## src/rtl/gpb_pkg.sv

```systemverilog
// ----------------------------------------------------------------------------
// GPIO port register block package
// Shared types, register offsets and per-port constant tables.
// ----------------------------------------------------------------------------
`default_nettype none

package gpb_pkg;

  // Largest number of ports the address map can hold (address / 0x20).
  localparam int unsigned MaxPorts        = 8;
  localparam int unsigned NumPortsDefault = 6;

  // Request function codes.
  typedef enum logic [1:0] {
    FuncRead  = 2'd0,
    FuncWrite = 2'd1,
    FuncPad   = 2'd2
  } func_e;

  // Register word index within a port window (offset bits [4:2]).
  localparam logic [2:0] RegDir  = 3'd0;
  localparam logic [2:0] RegMask = 3'd4;
  localparam logic [2:0] RegPin  = 3'd5;
  localparam logic [2:0] RegSet  = 3'd6;
  localparam logic [2:0] RegClr  = 3'd7;

  // Access size codes.
  localparam logic [2:0] SizeByte = 3'd1;
  localparam logic [2:0] SizeHalf = 3'd2;

  // Pads driven by the board read the pad level regardless of direction.
  localparam logic [31:0] Port0Board = 32'h1A00_3712;
  localparam logic [31:0] Port2Board = 32'h0000_0400;
  localparam logic [31:0] Port3Board = 32'hFFC0_0000;

  // One request as registered at the input.
  typedef struct packed {
    func_e       func;
    logic [7:0]  bus_address;
    logic [2:0]  access_size;
    logic [31:0] write_data;
    logic [2:0]  pad_port;
    logic [4:0]  pad_bit;
    logic        pad_level;
  } req_t;

  // One result as produced by the register file.
  typedef struct packed {
    logic [31:0] read_data;
    logic        change_notify;
    logic        bad_offset;
  } rsp_t;

  // Pad level after reset: pull-ups everywhere except no-pull pads.
  function automatic logic [31:0] pad_reset(input logic [2:0] port);
    logic [31:0] val;
    case (port)
      3'd0:    val = 32'h1DFF_CC7F;
      3'd3:    val = 32'hF7FF_FFFF;
      3'd5:    val = 32'hFFFF_FFF3;
      default: val = 32'hFFFF_FFFF;
    endcase
    return val;
  endfunction

  // Board-driven pad mask of a port.
  function automatic logic [31:0] board_mask(input logic [2:0] port);
    logic [31:0] val;
    case (port)
      3'd0:    val = Port0Board;
      3'd2:    val = Port2Board;
      3'd3:    val = Port3Board;
      default: val = 32'h0000_0000;
    endcase
    return val;
  endfunction

  // Byte-lane mask of an access before the lane shift.
  function automatic logic [31:0] size_mask(input logic [2:0] size);
    logic [31:0] val;
    case (size)
      SizeByte: val = 32'h0000_00FF;
      SizeHalf: val = 32'h0000_FFFF;
      default:  val = 32'hFFFF_FFFF;
    endcase
    return val;
  endfunction

endpackage

`default_nettype wire

```

## src/rtl/gpb_regfile.sv

```systemverilog
// ----------------------------------------------------------------------------
// GPIO port register file
// Holds direction, mask, output latch and pad level words of every port,
// applies one registered request per cycle and forms its result.
// ----------------------------------------------------------------------------
`default_nettype none

module gpb_regfile #(
  parameter int unsigned NUM_PORTS = gpb_pkg::NumPortsDefault
) (
  input  wire logic          clk_i,
  input  wire logic          rst_ni,
  input  wire logic          req_valid_i,
  input  wire gpb_pkg::req_t req_i,
  output gpb_pkg::rsp_t      rsp_o
);
  import gpb_pkg::*;

  logic [2:0]  bus_port;
  logic [2:0]  reg_idx;
  logic [4:0]  lane_shift;
  logic [31:0] smask;
  logic [31:0] lane;
  logic [31:0] bits;
  logic        port_ok;
  logic        is_read;
  logic        is_write;
  logic        is_pad;
  logic        bad;
  logic        write_notify;
  logic [NUM_PORTS-1:0] pad_changed;
  logic [31:0] rd_word [NUM_PORTS];
  logic [31:0] rd_any;

  // Address decode and lane alignment shared by all ports.
  assign bus_port   = req_i.bus_address[7:5];
  assign reg_idx    = req_i.bus_address[4:2];
  assign lane_shift = {req_i.bus_address[1:0], 3'b000};
  assign smask      = size_mask(req_i.access_size);
  assign lane       = smask << lane_shift;
  assign bits       = (req_i.write_data << lane_shift) & lane;
  assign port_ok    = {1'b0, bus_port} < 4'(NUM_PORTS);
  assign is_read    = req_valid_i && (req_i.func == FuncRead);
  assign is_write   = req_valid_i && (req_i.func == FuncWrite);
  assign is_pad     = req_valid_i && (req_i.func == FuncPad);

  // Write classification: notifying registers and reserved offsets.
  always_comb begin
    bad          = 1'b0;
    write_notify = 1'b0;
    if (is_write && port_ok) begin
      unique case (reg_idx)
        RegDir, RegPin, RegSet, RegClr: write_notify = 1'b1;
        RegMask:                        write_notify = 1'b0;
        default:                        bad          = 1'b1;
      endcase
    end
  end

  for (genvar g = 0; g < NUM_PORTS; g++) begin : g_port
    logic [31:0] dir_q, dir_d;
    logic [31:0] mask_q, mask_d;
    logic [31:0] latch_q, latch_d;
    logic [31:0] pad_q, pad_d;
    logic [31:0] affect;
    logic [31:0] pad_val;
    logic [31:0] board;
    logic        wr_sel;
    logic        pad_sel;

    assign wr_sel  = is_write && (bus_port == 3'(g));
    assign pad_sel = is_pad && (req_i.pad_port == 3'(g));
    assign affect  = ~mask_q & lane;
    assign board   = board_mask(3'(g));

    // Bus writes to this port's registers.
    always_comb begin
      dir_d   = dir_q;
      mask_d  = mask_q;
      latch_d = latch_q;
      if (wr_sel) begin
        unique case (reg_idx)
          RegDir:  dir_d   = (dir_q & ~lane) | bits;
          RegMask: mask_d  = (mask_q & ~lane) | bits;
          RegPin:  latch_d = (latch_q & ~affect) | (bits & affect);
          RegSet:  latch_d = latch_q | (bits & affect);
          RegClr:  latch_d = latch_q & ~(bits & affect);
          default: latch_d = latch_q;
        endcase
      end
    end

    // Pad level events.
    always_comb begin
      pad_d = pad_q;
      if (pad_sel) begin
        pad_d[req_i.pad_bit] = req_i.pad_level;
      end
    end
    assign pad_changed[g] = pad_sel && (pad_q[req_i.pad_bit] != req_i.pad_level);

    // Pad value: latch where driven, pad level elsewhere and on board pads.
    assign pad_val = (((latch_q & dir_q) | (pad_q & ~dir_q)) & ~board) | (pad_q & board);

    // Read word of this port, zero unless it is addressed.
    always_comb begin
      rd_word[g] = '0;
      if (bus_port == 3'(g)) begin
        unique case (reg_idx)
          RegDir:         rd_word[g] = dir_q;
          RegMask:        rd_word[g] = mask_q;
          RegPin, RegSet: rd_word[g] = pad_val;
          default:        rd_word[g] = '0;
        endcase
      end
    end

    always_ff @(posedge clk_i or negedge rst_ni) begin
      if (!rst_ni) begin
        dir_q   <= '0;
        mask_q  <= '0;
        latch_q <= '0;
        pad_q   <= pad_reset(3'(g));
      end else begin
        dir_q   <= dir_d;
        mask_q  <= mask_d;
        latch_q <= latch_d;
        pad_q   <= pad_d;
      end
    end
  end

  // Combine the per-port read words; only one port can be addressed.
  always_comb begin
    rd_any = '0;
    for (int i = 0; i < NUM_PORTS; i++) begin
      rd_any = rd_any | rd_word[i];
    end
  end

  // Result of the current request.
  always_comb begin
    rsp_o.read_data     = is_read ? ((rd_any >> lane_shift) & smask) : '0;
    rsp_o.change_notify = write_notify || (|pad_changed);
    rsp_o.bad_offset    = bad;
  end

  // A reserved-offset write never notifies.
  assert property (@(posedge clk_i) disable iff (!rst_ni)
    rsp_o.bad_offset |-> !rsp_o.change_notify)
    else $error("bad offset write also flagged a change");

  // Writes and pad events never return read data.
  assert property (@(posedge clk_i) disable iff (!rst_ni)
    !is_read |-> (rsp_o.read_data == '0))
    else $error("read data returned for a non-read request");

  // A pad event that reports a change must alter some pad word next cycle.
  assert property (@(posedge clk_i) disable iff (!rst_ni)
    (is_pad && rsp_o.change_notify) |=> $past(|pad_changed))
    else $error("pad change reported without a pad word update");

endmodule

`default_nettype wire

```

## src/rtl/gpio_port_register_block_core.sv

```systemverilog
// ----------------------------------------------------------------------------
// GPIO port register block core
// Multi-port GPIO register file with bus access and pad level events.
// ----------------------------------------------------------------------------
// No request is ever refused: busy_o stays low and a new request may
// follow start_i in each cycle. A request is registered at the input,
// applied to the port registers in the next cycle, and its result, held
// in the result register, appears on the result ports with done_o high
// for exactly one cycle. The receiver cannot stall the result; it must
// take it in that cycle. Requests take effect strictly in order, so a
// read issued right after a write sees the written value.
`default_nettype none

module gpio_port_register_block_core #(
  parameter int unsigned NUM_PORTS = gpb_pkg::NumPortsDefault
) (
  input  wire logic        clk_i,
  input  wire logic        rst_ni,
  input  wire logic        start_i,
  output logic             busy_o,
  input  wire logic [1:0]  func_i,
  input  wire logic [7:0]  bus_address_i,
  input  wire logic [2:0]  access_size_i,
  input  wire logic [31:0] write_data_i,
  input  wire logic [2:0]  pad_port_i,
  input  wire logic [4:0]  pad_bit_i,
  input  wire logic        pad_level_i,
  output logic             done_o,
  output logic [31:0]      read_data_o,
  output logic             change_notify_o,
  output logic             bad_offset_o
);
  import gpb_pkg::*;

  logic  req_valid_q;
  req_t  req_q, req_d;
  rsp_t  rsp;
  logic  done_q;
  rsp_t  rsp_q;

  // The block takes a request every cycle.
  assign busy_o = 1'b0;

  // Input request capture.
  always_comb begin
    req_d.func        = func_e'(func_i);
    req_d.bus_address = bus_address_i;
    req_d.access_size = access_size_i;
    req_d.write_data  = write_data_i;
    req_d.pad_port    = pad_port_i;
    req_d.pad_bit     = pad_bit_i;
    req_d.pad_level   = pad_level_i;
  end

  always_ff @(posedge clk_i or negedge rst_ni) begin
    if (!rst_ni) begin
      req_valid_q <= 1'b0;
    end else begin
      req_valid_q <= start_i && !busy_o;
    end
  end

  always_ff @(posedge clk_i) begin
    if (start_i && !busy_o) begin
      req_q <= req_d;
    end
  end

  gpb_regfile #(
    .NUM_PORTS(NUM_PORTS)
  ) u_regfile (
    .clk_i      (clk_i),
    .rst_ni     (rst_ni),
    .req_valid_i(req_valid_q),
    .req_i      (req_q),
    .rsp_o      (rsp)
  );

  // Result register.
  always_ff @(posedge clk_i or negedge rst_ni) begin
    if (!rst_ni) begin
      done_q <= 1'b0;
    end else begin
      done_q <= req_valid_q;
    end
  end

  always_ff @(posedge clk_i) begin
    if (req_valid_q) begin
      rsp_q <= rsp;
    end
  end

  assign done_o          = done_q;
  assign read_data_o     = done_q ? rsp_q.read_data : '0;
  assign change_notify_o = done_q && rsp_q.change_notify;
  assign bad_offset_o    = done_q && rsp_q.bad_offset;

  // Every registered request produces exactly one result in the following cycle.
  assert property (@(posedge clk_i) disable iff (!rst_ni)
    req_valid_q |=> done_o)
    else $error("registered request produced no result");

  assert property (@(posedge clk_i) disable iff (!rst_ni)
    !req_valid_q |=> !done_o)
    else $error("result without a registered request");

  // A result follows each accepted request through the input and result registers.
  assert property (@(posedge clk_i) disable iff (!rst_ni)
    start_i |-> ##2 done_o)
    else $error("accepted request did not complete in two cycles");

endmodule

`default_nettype wire

```

## config.mk

```make
export PLATFORM = sky130hd
export DESIGN_NAME = gpio_port_register_block_core
export DESIGN_NICKNAME = d
export VERILOG_FILES = /design/src/rtl/gpb_pkg.sv /design/src/rtl/gpb_regfile.sv /design/src/rtl/gpio_port_register_block_core.sv
export SDC_FILE = /design/constraint.sdc
export NUM_CORES = 2
export LEC_CHECK = 0
export ABC_CLOCK_PERIOD_IN_PS = 3410
export BUFFER_PORTS_ARGS = -buffer_cell sky130_fd_sc_hd__buf_4
export CORE_UTILIZATION = 55
export CTS_CLUSTER_DIAMETER = 50
export DETAILED_ROUTE_END_ITERATION = 10
export GPL_ROUTABILITY_DRIVEN = 0
export PLACE_DENSITY = 0.7
export RECOVER_POWER = 100
export SLEW_MARGIN = 10
export SYNTH_ARGS = -nofsm -noshare
export SYNTH_HDL_FRONTEND = slang
export SYNTH_SLANG_ARGS = --single-unit
```

## constraint.sdc

```tcl
create_clock -name clk_i -period 3.41 [get_ports clk_i]
set_input_delay 0.682 -clock clk_i [delete_from_list [all_inputs] [get_ports clk_i]]
set_output_delay 0.682 -clock clk_i [all_outputs]
set_load 0.01 [all_outputs]
```

==> impl_metrics.yaml <==
status:
  status: "finished with violations"
  violations: "max-capacitance violations, max-slew violations, negative setup slack"
placement:
  port_buffers: 91
  detailedPlace.worstSlack_ps: 7.03
  dpl.hpwl_mm: 127
route:
  wire_per_inst_um: 32.4
  vias_per_cell: 7.13
  drt-initial-drc-count: 6653
  vias: 40700
  dr.pass1.iters: 9
  drc_errors: 0
  antenna_left: 0
  wirelength_mm: 185
critical_path:
  cp_num_cells: 10
  required_ps: 3920
  ff2ff_setup_slack_ps: -80
  crit_top_cell: "a22oi_1"
  crit_arrival_ps: 4000
  path_cells: "buf_12, nor2_1, clkbuf_1, a22oi_1, o21ai_0, a22oi_1, o211ai_1, buf_4, a22oi_1, a21oi_1"
  worstSetupPathType: "flop to flop"
  startpoint_type: "flop"
  critPathSlowestCell: "nor2_1"
  path_buf_inv: 3
  worstRegToRegCells: 10
  critical_path_peak_fanout: 27
  critPathTopFamily: "compound AO/OA/AOI/OAI gates"
  cpPeakStageDelay_ps: 660
  end_kind: "flop"
synth:
  yosysSeqAreaShare_pct: 49.3
  synth_top_area_share_pct: 32.5
  synthXorXnorAreaFrac_pct: 0.157
  async_flop_share_pct: 89.5
  synth_compound_area_share_pct: 22.4
  synthCells: 4427
  synth_area_um2: 43900
  synthAdderAreaFrac_pct: 0
  syn_area_per_cell_um2: 9.91
  yosys-top-cells-area: "dfrtp_1 32%, dfstp_2 11%, mux2i_1 6.4%"
  synth_top_family_by_area: "compound AO/OA/AOI/OAI gates"
  synth_cell_types: 91
  ys.flop_type: "dfrtp_1"
  synth_top_area_cell: "dfrtp_1"
  synth_seq_cells: 837
  syn_nets: 4484
  synthMuxAreaShare_pct: 11.0
  ys_warn_count: 0
  yosys.area_share.simple_pct: 13.2
  synth_edf_count: 88
grt:
  first_global_vias: 38300
  antenna_found_initial: 14
  grt_pass1_wl_mm: 266
  track_usage_pct: 45.2
  grt_max_degree: 95
  overflow: 0
timing:
  post-route-period-util_pct: 102
  setup_viol: 22
  fin_crit_ps: 3490
  slew_headroom_pct: -41.3
  clock_skew_ps: 40.3
  fmax_mhz: 287
  slew_viol_final: 253
  worstMarginPinSlew_ps: 2120
  hold_viol_final: 0
  fin_ws_ps: -79.8
pwr:
  finalPower_mw: 26.5
  clockPowerShare_pct: 44.5
  cellPowerDensity_nw_per_um2: 528
  power_frac_seq_pct: 42.6
  switchingPower_mw: 7.71
  pwr-share-comb_pct: 12.8
  p_sw_share_pct: 29.1
  ir_drop_uv: 435
  p_int_mw: 18.8
  leakagePower_nw: 20.0
clock_network:
  cts-root-buf: "clkbuf_16"
  cts_tree: "yes"
  cts_sinks: 837
  clock_path_buffers: 3
  htree_levels: 3
  numCtsBuffers: 104
  clkLatencyLatePin_ps: 700
  clkTransAtPathRegs_ps: 60
floorplan:
  die_w_um: 284
  rows: 103
  die_area_um2: 80900
  die_y_um: 284
  io_pins: 93
  initial_core_util_pct: 55.5
  coreArea_um2: 79000
min_path:
  hold_class: "input port to flop"
  hold_depth: 1
layout:
  syn_to_final_growth_pct: 14.5
  nets: 4628
  drive_gt1_share_pct: 20.0
flow_run:
  max-cap-violations: 8
==> power by group through the flow <==
stage,Sequential [mW],Clock (mW),Combinational (mW)
after global placement,11.4,0,3.20
after detailed placement,11.4,0,3.24
after floorplan,11.2,0,1.82
after global routing,11.3,12.2,3.50
final,11.3,11.8,3.40
after CTS,11.3,11.8,3.25
==> cell usage in the layout, fill, tap and decap left out, drive strengths merged, types with 13 or more instances in the layout <==
cell | Yosys | layout
a22o | 67 | 67
mux2i | 282 | 282
a221oi | 21 | 21
clkbuf | 183 | 275
nand2b | 45 | 45
buf | 159 | 239
nand2 | 623 | 623
a32oi | 13 | 13
nor4 | 17 | 17
nand3 | 40 | 40
o32ai | 14 | 14
o21ai | 402 | 402
bufinv | 0 | 14
a211oi | 56 | 56
a21o | 31 | 31
a31oi | 21 | 21
mux2 | 171 | 171
dfstp | 180 | 180
nor3 | 36 | 36
nor2b | 24 | 24
inv | 34 | 50
o22ai | 95 | 95
a22oi | 37 | 37
nand3b | 13 | 13
and2 | 45 | 45
o2bb2ai | 20 | 20
nor3b | 35 | 35
a21oi | 224 | 224
o31ai | 363 | 363
dfrtp | 569 | 569
nor2 | 311 | 311
o211ai | 24 | 24
edfxtp | 88 | 88
clkinv | 0 | 23
==> area by class of cell <==
| class | count | area [µm²] |
|---|---|---|
| diodes | 5 | 12.5 |
| multi-input cells | 3214 | 20500 |
| flip-flops and latches | 837 | 21600 |
| clock inverters | 60 | 816 |
| inverters | 34 | 130 |
| fillers | 6346 | 28800 |
| repair buffers | 380 | 2900 |
| clock buffers | 135 | 2860 |
| well taps | 1050 | 1310 |
==> per-layer routing <==
metal | part of all wire [%] | GRT usage, %
met1 | 35 | 56.5
met2 | 41 | 62.7
met3 | 14 | 17.2
met4 | 9.6 | 35.3
met5 | 0.055 | 0
==> kinds of logic (layout without fill, tap and decap cells) <==
logic type,Yosys count,count (layout)
AO/OA/AOI/OAI,1490,1490
AND/OR/NAND/NOR,1259,1259
flip-flops,837,837
multiplexers,457,457
buffers and inverters,376,609
XOR/XNOR,7,7
other,1,6
==> what timing repair did <==
action	in CTS	in global routing
hold buffers	1	0
endpoints found under the setup margin	1	7
setup buffers	0	2
hold endpoints to repair	29	0
resized for setup	1	4
==> cells in the mapped netlist, types with 19 or more instances <==
library cell and instances:
nand2b_1 44, a21o_1 31, nand3_1 40, nor2b_1 24, nor2_2 24, and2_1 40
a221oi_1 20, nor2_1 287, o31ai_1 363, dfstp_2 180, nor3b_1 32, dfrtp_1 569
buf_2 117, edfxtp_1 88, mux2_2 171, a22oi_1 37, o211ai_1 24, inv_1 32
o21ai_0 387, o22ai_1 95, o2bb2ai_1 20, nor3_1 29, nand2_1 623, buf_4 19
a31oi_1 21, a211oi_1 54, a21oi_1 224, a22o_1 67, clkbuf_1 183, mux2i_1 282
==> final timing paths <==
kind / endpoint / start
min: req_q[52]$_DFFE_PP_ / func_i[0]
min reg2reg: flop / flop
max in group asynchronous: u_regfile.g_port[4].latch_q[10]$_DFFE_PN0P_ / rst_ni
max: rsp_q[13]$_SDFFCE_PN0P_ / req_q[48]$_DFFE_PP_
min in group asynchronous: asynchronous set/reset pin / rst_ni
max reg2reg: rsp_q[13]$_SDFFCE_PN0P_ / req_q[48]$_DFFE_PP_
==> worst reg2reg max path: cells and delay by family (launching register included) <==
| family | cells | cell delay (ps) |
|---|---|---|
| buf+inv | 3 | 860 |
| simple gates | 1 | 670 |
| compound gates | 6 | 1300 |
| flops | 1 | 480 |
==> metrics by stage <==
step | util, % | hold slack [ps] | instances | setup TNS [ps] | area (µm²)
after floorplan | - | 386 | 4427 | 0 | 43900
after global placement | 59.3 | 462 | 5512 | -10.6 | 46900
after detailed placement | 59.3 | 470 | 5512 | 0 | 46900
after CTS | 64.0 | 140 | 5708 | 0 | 50600
after global routing | 63.5 | 175 | 5711 | -24.8 | 50200
final | 63.5 | 177 | 5715 | -924 | 50200
(Power assumes the default switching activity.)
